`src/hdl/sprf_pkg.sv`:
```
package sprf_pkg;

   localparam int CSR_INDEX_W = 2;

   localparam logic [CSR_INDEX_W-1:0] CSR_MIN_RUN_LEN         = 2'd0;
   localparam logic [CSR_INDEX_W-1:0] CSR_REQUIRED_ATTRIBUTES = 2'd1;
   localparam logic [CSR_INDEX_W-1:0] CSR_GROW_ALIGN          = 2'd2;

   localparam logic [7:0]  FILL_ZERO = 8'h00;
   localparam logic [7:0]  FILL_TRAP = 8'hCC;
   localparam logic [31:0] ALL_ONES  = 32'hFFFF_FFFF;

   localparam logic [31:0] RESET_MIN_RUN_LEN         = 32'd1;
   localparam logic [31:0] RESET_REQUIRED_ATTRIBUTES = 32'd0;
   localparam logic [31:0] RESET_ALIGN_MASK          = 32'd4095;

   typedef struct packed {
      logic [7:0]  data_byte;
      logic [6:0]  section_index;
      logic [31:0] section_attributes;
      logic [31:0] section_virtual_size;
      logic        last_of_section;
      logic        last_of_image;
   } sprf_req_type;

   typedef struct packed {
      logic        found;
      logic [6:0]  cave_section;
      logic [31:0] cave_start;
      logic [31:0] cave_length;
      logic        needs_growth;
      logic [31:0] new_virtual_size;
   } sprf_rsp_type;

   typedef struct packed {
      logic        fill;
      logic [7:0]  data_byte;
      logic [6:0]  section_index;
      logic [31:0] section_virtual_size;
      logic        last_of_section;
      logic        last_of_image;
   } sprf_item_type;

   typedef struct packed {
      logic [31:0] min_run_len;
      logic [31:0] required_attributes;
      logic [31:0] align_mask;
   } sprf_cfg_type;

   typedef struct packed {
      logic        active;
      logic [7:0]  value;
      logic [31:0] start;
      logic [31:0] length;
      logic [6:0]  section;
      logic [31:0] vsize;
   } sprf_run_type;

   typedef struct packed {
      logic        have;
      logic [31:0] length;
      logic [31:0] offset;
      logic [6:0]  section;
      logic [31:0] vsize;
   } sprf_best_type;

   localparam sprf_run_type RUN_CLEAR = '{
      active: 1'b0, value: 8'd0, start: 32'd0, length: 32'd0, section: 7'd0, vsize: 32'd0};

   localparam sprf_best_type BEST_CLEAR = '{
      have: 1'b0, length: ALL_ONES, offset: 32'd0, section: 7'd0, vsize: 32'd0};

   function automatic sprf_best_type close_best(input sprf_run_type run,
                                                input sprf_best_type best,
                                                input logic [31:0] min_run_len);
      sprf_best_type result;
      result = best;
      if (run.active && run.length >= min_run_len && run.length < best.length) begin
         result.have    = 1'b1;
         result.length  = run.length;
         result.offset  = run.start;
         result.section = run.section;
         result.vsize   = run.vsize;
      end
      return result;
   endfunction

endpackage

```
`src/hdl/sprf_fifo.sv`:
```
module sprf_fifo #(
   parameter int WIDTH = 8,
   parameter int DEPTH = 4
) (
   input  logic             clock,
   input  logic             reset,
   input  logic             push,
   input  logic [WIDTH-1:0] wdata,
   output logic             full,
   input  logic             pop,
   output logic [WIDTH-1:0] rdata,
   output logic             empty
);

   localparam int PTR_W = $clog2(DEPTH);
   localparam int CNT_W = $clog2(DEPTH + 1);

   logic [WIDTH-1:0] mem_ff [DEPTH];
   logic [PTR_W-1:0] wr_ptr_ff, wr_ptr_in;
   logic [PTR_W-1:0] rd_ptr_ff, rd_ptr_in;
   logic [CNT_W-1:0] count_ff, count_in;
   logic             do_push, do_pop;

   assign full    = (count_ff == CNT_W'(DEPTH));
   assign empty   = (count_ff == '0);
   assign do_push = push && !full;
   assign do_pop  = pop && !empty;
   assign rdata   = mem_ff[rd_ptr_ff];

   always_comb begin
      wr_ptr_in = wr_ptr_ff;
      rd_ptr_in = rd_ptr_ff;
      count_in  = count_ff;
      if (do_push) begin
         wr_ptr_in = (wr_ptr_ff == PTR_W'(DEPTH - 1)) ? '0 : wr_ptr_ff + PTR_W'(1);
      end
      if (do_pop) begin
         rd_ptr_in = (rd_ptr_ff == PTR_W'(DEPTH - 1)) ? '0 : rd_ptr_ff + PTR_W'(1);
      end
      if (do_push && !do_pop) begin
         count_in = count_ff + CNT_W'(1);
      end else if (do_pop && !do_push) begin
         count_in = count_ff - CNT_W'(1);
      end
   end

   always_ff @(posedge clock) begin
      if (reset) begin
         wr_ptr_ff <= '0;
         rd_ptr_ff <= '0;
         count_ff  <= '0;
      end else begin
         wr_ptr_ff <= wr_ptr_in;
         rd_ptr_ff <= rd_ptr_in;
         count_ff  <= count_in;
      end
   end

   always_ff @(posedge clock) begin
      if (do_push) begin
         mem_ff[wr_ptr_ff] <= wdata;
      end
   end

endmodule

```
`src/hdl/sprf_front.sv`:
```
module sprf_front
   import sprf_pkg::*;
(
   input  logic          req_push,
   input  sprf_req_type  req_data,
   output logic          req_full,
   input  sprf_cfg_type  cfg,
   input  logic          queue_full,
   output logic          queue_push,
   output sprf_item_type queue_item
);

   logic accepted;
   logic padding;

   assign accepted = (cfg.required_attributes == '0) ||
                     ((req_data.section_attributes & cfg.required_attributes) ==
                      cfg.required_attributes);
   assign padding  = (req_data.data_byte == FILL_ZERO) || (req_data.data_byte == FILL_TRAP);

   assign req_full   = queue_full;
   assign queue_push = req_push;

   always_comb begin
      queue_item.fill                 = accepted && padding;
      queue_item.data_byte            = req_data.data_byte;
      queue_item.section_index        = req_data.section_index;
      queue_item.section_virtual_size = req_data.section_virtual_size;
      queue_item.last_of_section      = req_data.last_of_section;
      queue_item.last_of_image        = req_data.last_of_image;
   end

endmodule

```
`src/hdl/sprf_back.sv`:
```
module sprf_back
   import sprf_pkg::*;
(
   input  logic          clock,
   input  logic          reset,
   input  sprf_cfg_type  cfg,
   input  logic          item_valid,
   input  sprf_item_type item,
   output logic          item_pop,
   output logic          snap_valid,
   input  logic          snap_ready,
   output sprf_best_type snap_data
);

   sprf_run_type  run_ff, run_in, run_v;
   sprf_best_type best_ff, best_in, best_v;
   logic [31:0]   offset_ff, offset_in;
   logic          fire;

   assign fire     = item_valid && (!item.last_of_image || snap_ready);
   assign item_pop = fire;

   always_comb begin
      run_v      = run_ff;
      best_v     = best_ff;
      run_in     = run_ff;
      best_in    = best_ff;
      offset_in  = offset_ff;
      snap_valid = 1'b0;
      snap_data  = best_ff;
      if (fire) begin
         // end the current run on a value change or a non-padding byte
         if (run_v.active && (!item.fill || item.data_byte != run_v.value)) begin
            best_v        = close_best(run_v, best_v, cfg.min_run_len);
            run_v.active  = 1'b0;
         end
         if (item.fill) begin
            if (!run_v.active) begin
               run_v.active  = 1'b1;
               run_v.value   = item.data_byte;
               run_v.start   = offset_ff;
               run_v.length  = '0;
               run_v.section = item.section_index;
               run_v.vsize   = item.section_virtual_size;
            end
            if (run_v.length != ALL_ONES) begin
               run_v.length = run_v.length + 32'd1;
            end
         end
         if (item.last_of_section || item.last_of_image) begin
            best_v       = close_best(run_v, best_v, cfg.min_run_len);
            run_v.active = 1'b0;
            offset_in    = '0;
         end else begin
            offset_in = offset_ff + 32'd1;
         end
         if (item.last_of_image) begin
            snap_valid = 1'b1;
            snap_data  = best_v;
            run_in     = RUN_CLEAR;
            best_in    = BEST_CLEAR;
         end else begin
            run_in  = run_v;
            best_in = best_v;
         end
      end
   end

   always_ff @(posedge clock) begin
      if (reset) begin
         run_ff    <= RUN_CLEAR;
         best_ff   <= BEST_CLEAR;
         offset_ff <= '0;
      end else begin
         run_ff    <= run_in;
         best_ff   <= best_in;
         offset_ff <= offset_in;
      end
   end

endmodule

```
`src/hdl/sprf_finish.sv`:
```
module sprf_finish
   import sprf_pkg::*;
#(
   parameter int RSP_DEPTH = 2
) (
   input  logic          clock,
   input  logic          reset,
   input  sprf_cfg_type  cfg,
   input  logic          snap_valid,
   output logic          snap_ready,
   input  sprf_best_type snap_data,
   input  logic          rsp_pop,
   output logic          rsp_empty,
   output sprf_rsp_type  rsp_data
);

   sprf_best_type hold_ff;
   logic          hold_valid_ff, hold_valid_in;
   logic          out_full;
   logic          drain;
   logic          load;
   logic [31:0]   end_sum;
   logic          grow;
   sprf_rsp_type  result;
   logic [$bits(sprf_rsp_type)-1:0] out_rdata;

   assign drain      = hold_valid_ff && !out_full;
   assign snap_ready = !hold_valid_ff || !out_full;
   assign load       = snap_valid && snap_ready;

   assign end_sum = hold_ff.offset + cfg.min_run_len;
   assign grow    = end_sum > hold_ff.vsize;

   always_comb begin
      result = '0;
      if (hold_ff.have) begin
         result.found            = 1'b1;
         result.cave_section     = hold_ff.section;
         result.cave_start       = hold_ff.offset;
         result.cave_length      = hold_ff.length;
         result.needs_growth     = grow;
         result.new_virtual_size = grow ? ((end_sum + cfg.align_mask) & ~cfg.align_mask)
                                        : hold_ff.vsize;
      end
   end

   always_comb begin
      hold_valid_in = hold_valid_ff;
      if (load) begin
         hold_valid_in = 1'b1;
      end else if (drain) begin
         hold_valid_in = 1'b0;
      end
   end

   always_ff @(posedge clock) begin
      if (reset) begin
         hold_valid_ff <= 1'b0;
      end else begin
         hold_valid_ff <= hold_valid_in;
      end
   end

   always_ff @(posedge clock) begin
      if (load) begin
         hold_ff <= snap_data;
      end
   end

   sprf_fifo #(
      .WIDTH ($bits(sprf_rsp_type)),
      .DEPTH (RSP_DEPTH)
   ) u_rsp_fifo (
      .clock (clock),
      .reset (reset),
      .push  (hold_valid_ff),
      .wdata (result),
      .full  (out_full),
      .pop   (rsp_pop),
      .rdata (out_rdata),
      .empty (rsp_empty)
   );

   assign rsp_data = sprf_rsp_type'(out_rdata);

endmodule

```
`src/hdl/smallest_padding_run_finder.sv`:
```
// Path: a result shows on the rsp_ ports once the last byte of an image has passed the item
// queue, the run tracker into the hold register and the growth stage into the result queue.
// A full result queue keeps a result in the hold register, stalling the run tracker.
// Throughput: one byte per cycle if not stalled; runs close and the best updates per byte.
// Reset: synchronous, active high; clears all queues and search state and loads
// min_run_len 1, required_attributes 0, grow_align 4096. No clearing pass.
module smallest_padding_run_finder
   import sprf_pkg::*;
#(
   parameter int QUEUE_DEPTH = 4,
   parameter int RSP_DEPTH   = 2
) (
   input  logic                   clock,
   input  logic                   reset,
   input  logic                   req_push,
   output logic                   req_full,
   input  sprf_req_type           req_data,
   output logic                   rsp_empty,
   input  logic                   rsp_pop,
   output sprf_rsp_type           rsp_data,
   input  logic                   csr_valid,
   output logic                   csr_ready,
   input  logic [CSR_INDEX_W-1:0] csr_index,
   input  logic [31:0]            csr_data
);

   sprf_cfg_type  cfg_ff, cfg_in;
   logic          queue_push;
   logic          queue_full;
   logic          queue_empty;
   logic          queue_pop;
   sprf_item_type queue_item;
   sprf_item_type back_item;
   logic [$bits(sprf_item_type)-1:0] queue_rdata;
   logic          snap_valid;
   logic          snap_ready;
   sprf_best_type snap_data;

   assign csr_ready = 1'b1;

   always_comb begin
      cfg_in = cfg_ff;
      if (csr_valid) begin
         case (csr_index)
            CSR_MIN_RUN_LEN:         cfg_in.min_run_len         = csr_data;
            CSR_REQUIRED_ATTRIBUTES: cfg_in.required_attributes = csr_data;
            CSR_GROW_ALIGN:          cfg_in.align_mask          = csr_data - 32'd1;
            default:                 cfg_in = cfg_ff;
         endcase
      end
   end

   always_ff @(posedge clock) begin
      if (reset) begin
         cfg_ff.min_run_len         <= RESET_MIN_RUN_LEN;
         cfg_ff.required_attributes <= RESET_REQUIRED_ATTRIBUTES;
         cfg_ff.align_mask          <= RESET_ALIGN_MASK;
      end else begin
         cfg_ff <= cfg_in;
      end
   end

   sprf_front u_front (
      .req_push   (req_push),
      .req_data   (req_data),
      .req_full   (req_full),
      .cfg        (cfg_ff),
      .queue_full (queue_full),
      .queue_push (queue_push),
      .queue_item (queue_item)
   );

   sprf_fifo #(
      .WIDTH ($bits(sprf_item_type)),
      .DEPTH (QUEUE_DEPTH)
   ) u_item_fifo (
      .clock (clock),
      .reset (reset),
      .push  (queue_push),
      .wdata (queue_item),
      .full  (queue_full),
      .pop   (queue_pop),
      .rdata (queue_rdata),
      .empty (queue_empty)
   );

   assign back_item = sprf_item_type'(queue_rdata);

   sprf_back u_back (
      .clock      (clock),
      .reset      (reset),
      .cfg        (cfg_ff),
      .item_valid (!queue_empty),
      .item       (back_item),
      .item_pop   (queue_pop),
      .snap_valid (snap_valid),
      .snap_ready (snap_ready),
      .snap_data  (snap_data)
   );

   sprf_finish #(
      .RSP_DEPTH (RSP_DEPTH)
   ) u_finish (
      .clock      (clock),
      .reset      (reset),
      .cfg        (cfg_ff),
      .snap_valid (snap_valid),
      .snap_ready (snap_ready),
      .snap_data  (snap_data),
      .rsp_pop    (rsp_pop),
      .rsp_empty  (rsp_empty),
      .rsp_data   (rsp_data)
   );

endmodule

```
`config.mk`:
```
export PLATFORM = sky130hd
export DESIGN_NAME = smallest_padding_run_finder
export DESIGN_NICKNAME = d
export VERILOG_FILES = /design/src/hdl/sprf_pkg.sv /design/src/hdl/sprf_fifo.sv /design/src/hdl/sprf_front.sv /design/src/hdl/sprf_back.sv /design/src/hdl/sprf_finish.sv /design/src/hdl/smallest_padding_run_finder.sv
export SDC_FILE = /design/constraint.sdc
export NUM_CORES = 2
export LEC_CHECK = 0
export BUFFER_PORTS_ARGS = -buffer_cell sky130_fd_sc_hd__buf_2
export CAP_MARGIN = 30
export CORE_ASPECT_RATIO = 1.75
export CORE_UTILIZATION = 47
export CTS_CLUSTER_SIZE = 12
export DETAILED_ROUTE_END_ITERATION = 8
export PLACE_DENSITY = 0.73
export SLEW_MARGIN = 20
export SYNTH_ARGS = -nofsm -noshare
export SYNTH_HDL_FRONTEND = slang
export SYNTH_SLANG_ARGS = --single-unit
```
`constraint.sdc`:
```
create_clock -name clock -period 6 [get_ports clock]
set_clock_uncertainty 0.05 [all_clocks]
set_input_delay 0.3 -clock clock [delete_from_list [all_inputs] [get_ports clock]]
set_output_delay 0.3 -clock clock [all_outputs]
set_load 0.03 [all_outputs]
```
==> impl_results.md <==
- FFs w/ async S/R, synth: 0%
- Num ports: 228
- Slew @ Worst Pin: 990 ps
- Family with the most delay on the worst path: simple AND/OR/NAND/NOR gates
- Final period utilization: 101%
- Clock sink count: 873
- DR vias: 32500
- Hold path startpoint: rsp_pop
- Leakage power: 19.3 nW
- Clock latency on the worst-skew pair: 690 ps
- Die width: 229 um
- Core area: 89400 um2
- Clk slew on worst S/H paths: 60 ps
- Worst min path class: input pin to flop
- CTS tree: done
- Hold path cells: 4
- Post-Syn Nets: 4302
- RR Endpoint: u_finish.hold_ff[11]$_DFFE_PP_
- CTS root buffer: clkbuf_16
- Die area: 91600 um2
- Int Power: 0.0138 W
- Std cell rows: 145
- Reg2reg setup slack: -80 ps
- GPL Wtd Cong: 0.981
- Final min period: 6080 ps
- FF+latch area: 22600 um2
- Area after DPL: 46000 um2
- Initial Util: 47.5%
- First-pass GRT wire length: 184000 um
- # fillers: 7476
- Clock power frac: 23.0%
- Fmax: 164 MHz
- Comb power frac: 39.4%
- Top cells by count, synth: edfxtp_1, nand2_1, dfxtp_1
- Final Max Tran Viols: 0
- Buf+Inv Stages, Crit Path: 5
- Sequential share of the synthesized area: 53.3%
- Area of the mapped netlist: 42400 um2
- DP HPWL: 86500 um
- Flop pwr share: 37.6%
- Sw frac: 38.0%
- Pwr dens: 440 nW/um2
- Drt first pass iters: 6
- Drt drc: 0
- Syn Area/Cell: 10.7 um2
- Via density: 5.78
- Multi-input logic area: 19000 um2
- Num CTS Buffers: 85
- Area leader, netlist: edfxtp_1
- Area delta synth->final: 19.1%
- Largest net degree at the start of global routing: 101
- Final Cell Area: 50500 um2
- Final hold viol count: 0
- Layout cells sized above 1: 19.8%
- Overall global routing resource usage: 26.3%
- CTS H-tree lvls: 3
- Worst EP arrival: 6550 ps
- Avg WL per Cell: 21.8 um
- Endpoint, Worst Hold: u_finish.u_rsp_fifo.rd_ptr_ff$_SDFFE_PP0P_
- Post-synth EDFFs: 514
- Relative slew slack: 34.0%
- CP Max Fanout: 27
- IO Port Bufs: 226
- Nets: 4717
- Largest stage delay, worst path: 540 ps
- Crit. path cell count: 28
- Yosys cell types: 90
- WS Path Type: flop to flop
- Vias in the first global route: 31800
- Max-cap violations: 0
- Reg2Reg Depth: 28
- Final WL: 123000 um
- Most common cell in the netlist: edfxtp_1
- YS warnings: 0
- Synth top area cells: edfxtp_1, dfxtp_1, ha_1
- Required time of the critical path: 6460 ps
- Final setup margin: -82.4 ps
- Yosys top cell area share: 36.4%
- Worst setup EP type: flop
- Slowest-stage cell, CP: mux4_2
- Maximum root-to-sink buffer count: 3
- Most used DFF post-synth: edfxtp_1
- RSZ-0062 raised after global routing: true
- Switching power total: 0.00845 W
- Startpoint Class: flop
- DR iter-0 viols: 2452
- Height of the die: 400 um
- Outcome: finished, violations left
- Failing checks: setup timing
- Mapped Cells: 3950
- Post-route ant nets: 0
- Initial antenna violation count: 9
- Final count of negative-setup-slack endpoints: 54
- Synth Register Bits: 873
- Total grt overflow: 0
- Worst vdd ir: 300 uV
- Setup tns final: -1840 ps
==> timing repair <==
item,CTS,global route
gates cloned,4,3
resized for setup,57,170
pin swaps,17,45
setup buffers,9,9
endpoints found under the hold margin,278,0
setup endpoints to repair,178,236
hold buffers,82,0
==> power by group through the flow <==
stage	Sequential [W]	Clock (W)	Combinational (W)
after global placement	0.00843	0	0.00805
after global routing	0.00842	0.00542	0.00944
after floorplan	0.00814	0	0.00557
final	0.00835	0.00511	0.00875
after CTS	0.00833	0.00520	0.00842
after detailed placement	0.00845	0	0.00819
==> through the flow <==
stage | hold slack, ps | std cells | utilization (%) | setup WS (ps) | power, W
2_1_floorplan | 349 | 3950 | - | 2.91 | 0.0137
3_3_place_gp | 392 | 5344 | 51.4 | -297 | 0.0165
3_5_place_dp | 397 | 5345 | 51.4 | -486 | 0.0166
4_1_cts | 16.1 | 5597 | 55.7 | -28.6 | 0.0219
5_1_grt | 51.5 | 5614 | 56.5 | -303 | 0.0233
6_report | 43.7 | 5615 | 56.5 | -82.4 | 0.0222
==> state kept, by name (all words and copies together), names as in the netlist, 2 cells and up, named ones only <==
name / flops
u_finish.hold_ff: 104
u_finish.u_rsp_fifo.mem_ff: 210
u_back.run_ff: 112
u_item_fifo.wr_ptr_ff: 2
u_item_fifo.count_ff: 3
u_item_fifo.mem_ff: 200
u_back.offset_ff: 32
u_back.best_ff: 104
u_finish.u_rsp_fifo.count_ff: 2
cfg_ff: 96
u_item_fifo.rd_ptr_ff: 2
==> routing by layer <==
layer	wire [um]	vias to the layer above	GRT usage [%]	part of all wire, %
met5	66	-	0	0.054
met2	60600	1139	45.6	49
met4	7910	10	15.7	6.4
met3	7320	346	4.40	6.0
met1	46800	15700	30.5	38
li1	-	15200	-	-
==> how the worst max path moves through the flow <==
| stage | end |
|---|---|
| after floorplan | u_finish.hold_ff[50]$_DFFE_PP_ |
| after global placement | u_finish.hold_ff[42]$_DFFE_PP_ |
| after detailed placement | u_finish.hold_ff[55]$_DFFE_PP_ |
| after CTS | u_finish.hold_ff[18]$_DFFE_PP_ |
| after global routing | u_finish.hold_ff[15]$_DFFE_PP_ |
| final | u_finish.hold_ff[11]$_DFFE_PP_ |
==> layout by cell type, fill, tap and decap left out, types with 111 or more instances in the layout <==
| master | n |
|---|---|
| ha_1 | 226 |
| buf_2 | 225 |
| edfxtp_1 | 514 |
| nand2_1 | 461 |
| inv_1 | 155 |
| buf_4 | 192 |
| a22oi_1 | 111 |
| o21ai_0 | 156 |
| o21ai_1 | 173 |
| a21oi_1 | 211 |
| nor2_1 | 281 |
| dfxtp_1 | 356 |
==> tightest hold or removal path, stage by stage <==
cell and delay (ps):
buf_2 110, o21ai_0 130, xor2_1 100, nor2_1 70
==> cells by family after synthesis <==
family,synth area share [%]
compound gates,14.6
xor+xnor,2.86
fa+ha+maj,6.89
buf+inv,3.56
flops,53.3
mux,6.75
other cells,0.00884
simple gates,12.0
==> area by class of cell <==
cell class	instances	share of cell area, %
repair buffers	541	8.32
diodes	4	0.0198
multi-input cells	2706	37.7
flip-flops and latches	873	44.8
well taps	1176	2.91
clock buffers	146	4.81
clock inverters	11	0.305
inverters	158	1.18
No activity file was read; power rests on OpenSTA's default activity.
